`src/sv/sfq_pkg.sv`:
```
// sfq_pkg: shared types and codes for the searchable fifo queue
// item structs, request and status codes, default sizes; no dependencies

package sfq_pkg;

  localparam int unsigned DEPTH_DEF      = 16;
  localparam int unsigned DATA_WIDTH_DEF = 32;
  localparam int unsigned POS_W          = 5;

  localparam logic [1:0] OP_ENQ  = 2'd0;
  localparam logic [1:0] OP_DEQ  = 2'd1;
  localparam logic [1:0] OP_SRCH = 2'd2;

  localparam logic [1:0] ST_OK       = 2'd0;
  localparam logic [1:0] ST_EMPTY    = 2'd1;
  localparam logic [1:0] ST_FULL     = 2'd2;
  localparam logic [1:0] ST_NOTFOUND = 2'd3;

  typedef struct packed {
    logic [1:0]         op;
    logic signed [31:0] value;
  } sfq_in_t;

  typedef struct packed {
    logic [1:0]       status;
    logic [POS_W-1:0] position;
  } sfq_out_t;

  // search token control that walks down the cell chain
  typedef struct packed {
    logic             active;
    logic             done;
    logic             found;
    logic [POS_W-1:0] pos;
  } sfq_tok_t;

endpackage

```
`src/sv/sfq_cell.sv`:
```
// sfq_cell: one queue slot plus one stage of the search token path
// depends on sfq_pkg; instantiated in a row by searchable_fifo_queue

module sfq_cell
  import sfq_pkg::*;
#(
  parameter int unsigned DATA_WIDTH = DATA_WIDTH_DEF,
  parameter logic [POS_W-1:0] CELL_POS = POS_W'(1)
) (
  input  logic                  clk,
  input  logic                  rst_n,
  input  logic                  enq,
  input  logic                  deq,
  input  logic [DATA_WIDTH-1:0] wr_data,
  input  logic                  prev_valid,
  input  logic                  next_valid,
  input  logic [DATA_WIDTH-1:0] next_data,
  input  sfq_tok_t              tok_in,
  input  logic [DATA_WIDTH-1:0] key_in,
  output logic                  valid,
  output logic [DATA_WIDTH-1:0] data,
  output sfq_tok_t              tok_out,
  output logic [DATA_WIDTH-1:0] key_out
);

  logic                  valid_r, valid_nxt;
  logic [DATA_WIDTH-1:0] data_r, data_nxt;
  sfq_tok_t              tok_r, tok_nxt;
  logic [DATA_WIDTH-1:0] key_r;

  always_comb begin
    valid_nxt = valid_r;
    data_nxt  = data_r;
    if (deq) begin
      // everything moves one slot toward the head
      valid_nxt = next_valid;
      data_nxt  = next_data;
    end else if (enq && !valid_r && prev_valid) begin
      valid_nxt = 1'b1;
      data_nxt  = wr_data;
    end
  end

  always_comb begin
    tok_nxt = tok_in;
    if (tok_in.active && !tok_in.done) begin
      if (!valid_r) begin
        // ran past the tail without a hit
        tok_nxt.done  = 1'b1;
        tok_nxt.found = 1'b0;
      end else if (data_r == key_in) begin
        tok_nxt.done  = 1'b1;
        tok_nxt.found = 1'b1;
        tok_nxt.pos   = CELL_POS;
      end
    end
  end

  always_ff @(posedge clk) begin
    if (!rst_n) begin
      valid_r <= 1'b0;
      tok_r   <= '0;
    end else begin
      valid_r <= valid_nxt;
      tok_r   <= tok_nxt;
    end
  end

  always_ff @(posedge clk) begin
    data_r <= data_nxt;
    key_r  <= key_in;
  end

  assign valid   = valid_r;
  assign data    = data_r;
  assign tok_out = tok_r;
  assign key_out = key_r;

endmodule

```
`src/sv/searchable_fifo_queue.sv`:
```
// searchable_fifo_queue: bounded fifo of values with a search request
// depends on sfq_pkg and sfq_cell
//
//   port group   dir  carries
//   in_*         in   request item: op, value
//   out_*        out  result item: status, position
//
// enqueue, dequeue and every refused or empty request: result the cycle after accept
// search on a non-empty queue: a token walks the cell row one cell per cycle,
//   result lands in the output register once the token has left the last cell
// one request in flight; in_stall is high during a search and while a result waits
// reset empties the queue; stored values need no clearing

module searchable_fifo_queue
  import sfq_pkg::*;
#(
  parameter int unsigned DEPTH      = DEPTH_DEF,
  parameter int unsigned DATA_WIDTH = DATA_WIDTH_DEF
) (
  input  logic     clk,
  input  logic     rst_n,
  input  logic     in_valid,
  output logic     in_stall,
  input  sfq_in_t  in_item,
  output logic     out_valid,
  input  logic     out_stall,
  output sfq_out_t out_item
);

  logic [DEPTH-1:0]      valid_vec;
  logic [DATA_WIDTH-1:0] data_vec [DEPTH];
  sfq_tok_t              tok_vec  [DEPTH];
  logic [DATA_WIDTH-1:0] key_vec  [DEPTH];
  logic [DEPTH-1:0]      tok_act;

  sfq_tok_t              tok_head;
  logic [DATA_WIDTH-1:0] wr_data;

  logic     busy_r, busy_nxt;
  logic     out_valid_r, out_valid_nxt;
  sfq_out_t out_item_r, out_item_nxt;

  logic accept, full, empty;
  logic enq_do, deq_do, srch_do;
  sfq_tok_t tail_tok;

  assign in_stall = busy_r || (out_valid_r && out_stall);
  assign accept   = in_valid && !in_stall;
  assign full     = valid_vec[DEPTH-1];
  assign empty    = !valid_vec[0];
  assign enq_do   = accept && (in_item.op == OP_ENQ) && !full;
  assign deq_do   = accept && (in_item.op == OP_DEQ) && !empty;
  assign srch_do  = accept && (in_item.op == OP_SRCH) && !empty;
  assign wr_data  = DATA_WIDTH'(in_item.value);
  assign tail_tok = tok_vec[DEPTH-1];

  always_comb begin
    tok_head        = '0;
    tok_head.active = srch_do;
  end

  for (genvar i = 0; i < DEPTH; i++) begin : g_cell
    logic                  prev_v;
    logic                  next_v;
    logic [DATA_WIDTH-1:0] next_d;
    sfq_tok_t              t_in;
    logic [DATA_WIDTH-1:0] k_in;

    if (i == 0) begin : g_first
      assign prev_v = 1'b1;
      assign t_in   = tok_head;
      assign k_in   = wr_data;
    end else begin : g_mid
      assign prev_v = valid_vec[i-1];
      assign t_in   = tok_vec[i-1];
      assign k_in   = key_vec[i-1];
    end

    if (i == DEPTH - 1) begin : g_last
      assign next_v = 1'b0;
      assign next_d = '0;
    end else begin : g_inner
      assign next_v = valid_vec[i+1];
      assign next_d = data_vec[i+1];
    end

    sfq_cell #(
      .DATA_WIDTH (DATA_WIDTH),
      .CELL_POS   (POS_W'(i + 1))
    ) u_cell (
      .clk        (clk),
      .rst_n      (rst_n),
      .enq        (enq_do),
      .deq        (deq_do),
      .wr_data    (wr_data),
      .prev_valid (prev_v),
      .next_valid (next_v),
      .next_data  (next_d),
      .tok_in     (t_in),
      .key_in     (k_in),
      .valid      (valid_vec[i]),
      .data       (data_vec[i]),
      .tok_out    (tok_vec[i]),
      .key_out    (key_vec[i])
    );

    assign tok_act[i] = tok_vec[i].active;
  end

  always_comb begin
    out_valid_nxt = out_valid_r;
    out_item_nxt  = out_item_r;
    busy_nxt      = busy_r;
    if (out_valid_r && !out_stall) begin
      out_valid_nxt = 1'b0;
    end
    if (tail_tok.active) begin
      busy_nxt              = 1'b0;
      out_valid_nxt         = 1'b1;
      out_item_nxt.status   = tail_tok.found ? ST_OK : ST_NOTFOUND;
      out_item_nxt.position = tail_tok.found ? tail_tok.pos : '0;
    end else if (srch_do) begin
      busy_nxt = 1'b1;
    end else if (accept) begin
      out_valid_nxt         = 1'b1;
      out_item_nxt.position = '0;
      unique case (in_item.op)
        OP_ENQ:  out_item_nxt.status = full ? ST_FULL : ST_OK;
        OP_DEQ:  out_item_nxt.status = empty ? ST_EMPTY : ST_OK;
        OP_SRCH: out_item_nxt.status = ST_EMPTY;
        default: out_item_nxt.status = ST_OK;
      endcase
    end
  end

  always_ff @(posedge clk) begin
    if (!rst_n) begin
      busy_r      <= 1'b0;
      out_valid_r <= 1'b0;
    end else begin
      busy_r      <= busy_nxt;
      out_valid_r <= out_valid_nxt;
    end
  end

  always_ff @(posedge clk) begin
    out_item_r <= out_item_nxt;
  end

  assign out_valid = out_valid_r;
  assign out_item  = out_item_r;

  // live entries always sit packed at the head end of the row
  a_packed : assert property (@(posedge clk) disable iff (!rst_n)
    (valid_vec & (valid_vec + DEPTH'(1))) == '0)
    else $error("queue entries not contiguous from head");

  // only one search token can be in the row
  a_one_tok : assert property (@(posedge clk) disable iff (!rst_n)
    $onehot0(tok_act))
    else $error("more than one search token in flight");

  // a token in the row means the input side is held off
  a_tok_busy : assert property (@(posedge clk) disable iff (!rst_n)
    (tok_act != '0) |-> busy_r)
    else $error("search token without busy");

  // the queue does not move while a search walks it
  a_frozen : assert property (@(posedge clk) disable iff (!rst_n)
    busy_r && $past(busy_r) |-> $stable(valid_vec))
    else $error("queue changed during search");

endmodule
```
`config.mk`:
```
export PLATFORM = sky130hd
export DESIGN_NAME = searchable_fifo_queue
export DESIGN_NICKNAME = d
export VERILOG_FILES = /design/src/sv/sfq_pkg.sv /design/src/sv/sfq_cell.sv /design/src/sv/searchable_fifo_queue.sv
export SDC_FILE = /design/constraint.sdc
export NUM_CORES = 1
export LEC_CHECK = 0
export BUFFER_PORTS_ARGS = -buffer_cell sky130_fd_sc_hd__buf_2
export CORE_AREA = 5 5 303 246
export DETAILED_ROUTE_END_ITERATION = 10
export DIE_AREA = 0 0 308 251
export GPL_TIMING_DRIVEN = 0
export PLACE_DENSITY_LB_ADDON = 0.15
export SKIP_LAST_GASP = 1
export SYNTH_ARGS = -nofsm -noshare
export SYNTH_HDL_FRONTEND = slang
export SYNTH_SLANG_ARGS = --single-unit
```
`constraint.sdc`:
```
create_clock -name clk -period 4.2 [get_ports clk]
set_clock_uncertainty 0.05 [all_clocks]
set_input_delay 0 -clock clk [delete_from_list [all_inputs] [get_ports clk]]
set_output_delay 0 -clock clk [all_outputs]
set_load 0.02 [all_outputs]
```
==> summary by stage <==
STA
The number of failing hold endpoints at the final stage is 0. The headroom to the max-slew limit is 0.0961. The number of max-slew violations in the final report is 0. At the pin with the least slew margin, the transition time is 1.35 ns. The achievable clock frequency is 265 MHz. The tightest hold path in the finished design has a slack of 0.0518 ns. The final setup slack of the worst path is 0.429 ns. Setup repair after global routing left no endpoint under its margin.

Setup violations remaining at the end of the flow were counted as 0. Of the available clock period, the critical path in the final layout requires 0.898. The worst path needs 3.77 ns of the cycle, external delays included.

Worst setup path
The number of cells traversed by the worst register-to-register path is 5. The critical path goes through a21oi_2 > nand3_2 > nor3b_1 > buf_2 > a31o_2. The worst setup path is of the flip-flop to flip-flop kind. The master of the slowest instance on the critical path is nor3b_1. The worst reg-to-reg setup slack is 0.43 ns.

STA classifies the critical path startpoint as a flip-flop. At the worst endpoint, the required time is 4.43 ns. The startpoint of the worst-slack reg-to-reg timing path is out_valid$_SDFF_PN0_. STA classifies the critical path endpoint as a flip-flop. Along the worst path, the maximum fanout reaches 33. The depth of the critical timing path with buffers and inverters included is 5. The startpoint of the most critical setup path is out_valid$_SDFF_PN0_. The capture point of the worst reg-to-reg path is g_cell[12].u_cell.data[28]$_DFFE_PP_. The last element of the critical path is g_cell[12].u_cell.data[28]$_DFFE_PP_.

Data arrives at the worst endpoint at 4.00 ns. The largest delay contributor family on the critical path is simple AND/OR/NAND/NOR gates. For this run, the slowest stage of the critical path takes 1.11 ns. The number of buffers and inverters on the critical path is 1.

Die
47 I/O pins were placed. The vertical die dimension is 251 um. In this run the standard cell core region covers 71200 um^2. The starting utilization of the core area is 0.553. The floorplan step defined a die boundary enclosing 77300 um^2. From left edge to right edge, the die measures 308 um. The row count is 88.

Yosys
Yosys mapped the design onto 45 distinct sky130hd cell types. Of the synthesized area, sequential elements account for 0.691. The area of the mapped netlist is 39400 um^2.

When the netlist entered floorplanning its net count stood at 2879. The primary flip-flop cell chosen by synthesis mapping is dfxtp_1. The synthesized area divided by synthesized cell count is 13.9 um^2. The number of flops mapped to enable cells by yosys is 487. The total number of yosys warnings is 0.

Counting flops and latches in the post-synthesis netlist gives 1117. Sorting the synthesized cells by area gives the leading types as edfxtp_1, dfxtp_1, a21o_1. The library cell occupying the most area in the post-synthesis netlist is edfxtp_1. The proportion of synthesized flip-flops having asynchronous set or reset is 0. The most frequently used cell type in the post-synthesis netlist is dfxtp_1. Counting instances in the post-synthesis netlist gives the leading cell types as dfxtp_1, a21o_1, edfxtp_1. The share of synthesized area in the top cell type comes to 0.371. The synthesized instance count is 2841.

Route
The violation count after the first detailed-routing iteration is 3095. The post-detailed-route wirelength per cell is 28.6 um. Wires add up to 117 mm. The detail route stage leaves a number of antenna-violating nets equal to 0.

After detailed routing, the number of remaining DRC violations is 0. The first TritonRoute pass finished after 5 iterations. The routed layout has 24.3k vias. In the routed layout, each cell is associated on average with a via count of 5.95.

Cells and area
The area added between synthesis and finish is 14.8%. The fraction of layout instances using a drive strength above 1 is 0.104. The final antenna diode count is 0. After the last flow step, the layout net total stands at 3086.

Global routing
The met1 global-route usage is 0.435. In the global route stage, met3 resource usage came out at 0.0803. Entering global routing, the biggest net connects 34 pins. The aggregate global-route resource usage is 0.298. The most used routing layer in global routing is met2.

The number of global-route vias before repair was 24.4k. The remaining global-route overflow is 0. The initial antenna violation count was 3. For met2 alone, demand over resource in global routing was 0.445. The first-pass GRT wire length is 168 mm.

Placed design
At the end of routability-driven placement, the weighted congestion stood at 0.914. The count of port buffers added during placement is 45. The final HPWL from detailed placement is 86.1 mm. Timing analysis after detailed placement gives a worst setup slack of 0.542 ns.

CTS
The clock net in this run drives a total of 1117 sinks. The CTS tree is yes. Once the clock tree was built, the resizer swapped 0 gates to a different size.

The tree is rooted in a clkbuf_16. After clock tree synthesis, the clock-pin slew on the worst setup and hold paths is 0.06 ns. The maximum level of the CTS H-tree is 3. The clock passes through at most 3 buffers. The clock latency on the worst-skew pair is 0.67 ns. The number of buffers inserted during clock tree synthesis is 102.

Outcome
The flow ran to the end, and the final reports show no timing, DRC or antenna violations.

Power and ir drop
The cell area power density is 504 nW/um^2. VDD sags by at most 0.000425 V. The leakage component of the power is 0.0179 uW.

Job
The number of maximum-capacitance violations is 0.

Hold path
The worst hold path belongs to the class input pin to flip-flop.
## kinds of logic after synthesis
family | count (synthesis) | synth area share
flops | 1117 | 0.691
compound gates | 644 | 0.121
xor+xnor | 512 | 0.114
simple gates | 389 | 0.0543
buf+inv | 179 | 0.0203
## cell type report
cell class | count | area, um^2
sequential | 1117 | 27200
fill | 5294 | 26000
multi-input combinational | 1545 | 11500
clock buffer | 147 | 2950
tap | 945 | 1180
timing repair buffer | 103 | 956
buffer | 153 | 702
clock inverter | 46 | 603
inverter | 26 | 97.6
## sequential cells by signal, summed over array words and instances (netlist names)
name and flops:
g_cell.u_cell.data 512, g_cell.u_cell.key_out 480, g_cell.u_cell.tok_out 100, g_cell.u_cell.valid 16, out_item 7, busy_r 1
out_valid 1
## stage by stage
| step | util | instance area (um^2) | setup TNS, ns | power [uW] | instances |
|---|---|---|---|---|---|
| after global placement | 0.573 | 40800 | -407.13 | 13100 | 3831 |
| after floorplan | - | 39400 | 0 | 12600 | 2841 |
| final | 0.635 | 45200 | 0 | 22800 | 4082 |
| after detailed placement | 0.580 | 41300 | 0 | 13100 | 3851 |
| after CTS | 0.635 | 45200 | 0 | 22800 | 4082 |
| after global routing | 0.635 | 45200 | 0 | 23400 | 4082 |
## power by group
part	internal, uW	leakage, uW	switching [uW]
sequential	11700	0.00966	276
combinational	430	0.00650	597
clock	5750	0.00175	4070
## cell usage in the layout, fill, tap and decap left out, drive strengths merged, types with 3 or more instances in the layout
| cell | count |
|---|---|
| o211a | 8 |
| dfxtp | 630 |
| o221a | 13 |
| or3b | 3 |
| a31o | 6 |
| nor2 | 19 |
| nand3 | 40 |
| bufinv | 14 |
| nor3 | 8 |
| xor2 | 97 |
| o21ai | 25 |
| nor2b | 3 |
| nand4 | 111 |
| inv | 27 |
| a31oi | 14 |
| clkbuf | 227 |
| buf | 138 |
| o31ai | 28 |
| a21o | 488 |
| o311a | 5 |
| and2 | 48 |
| edfxtp | 487 |
| nand2 | 86 |
| a21oi | 41 |
| clkinv | 31 |
| o211ai | 6 |
| xnor2 | 415 |
| nor4 | 49 |
| dlygate4sd3 | 38 |
| and3 | 12 |
| nand3b | 3 |
| o311ai | 4 |
## worst min-delay path by stage
stage                                                       to  slack, ns  cells past startpoint        start
after global routing      g_cell[0].u_cell.key_out[31]$_DFF_P_      0.006                      2  in_item[31]
after detailed placement  g_cell[0].u_cell.key_out[31]$_DFF_P_       0.17                      1  in_item[31]
after CTS                 g_cell[0].u_cell.key_out[31]$_DFF_P_      0.004                      2  in_item[31]
after global placement    g_cell[0].u_cell.key_out[31]$_DFF_P_       0.17                      1  in_item[31]
after floorplan            g_cell[0].u_cell.key_out[0]$_DFF_P_      -0.02                      0   in_item[0]
final                     g_cell[0].u_cell.key_out[31]$_DFF_P_       0.05                      2  in_item[31]
## what timing repair did
| action | 4_1_cts | 5_1_grt |
|---|---|---|
| hold endpoints to repair | 99 | 0 |
| hold buffers | 38 | 0 |
| buffers inserted | 0 | 0 |
## per-layer routing
metal | up-vias | wire length, um
met5 | - | 110
met4 | 2 | 3670
met3 | 217 | 11700
met2 | 1187 | 50700
met1 | 12300 | 50700
li1 | 10600 | -
## worst reg2reg max path, delay by kind of cell (launching register included)
| kind | cells | cell delay, ns |
|---|---|---|
| AOI/OAI and AO/OA | 2 | 1.12 |
| DFF | 1 | 0.33 |
| and+or+nand+nor | 2 | 1.25 |
| buffers and inverters | 1 | 0.58 |
Note: power is estimated with default switching activity, not from simulation.
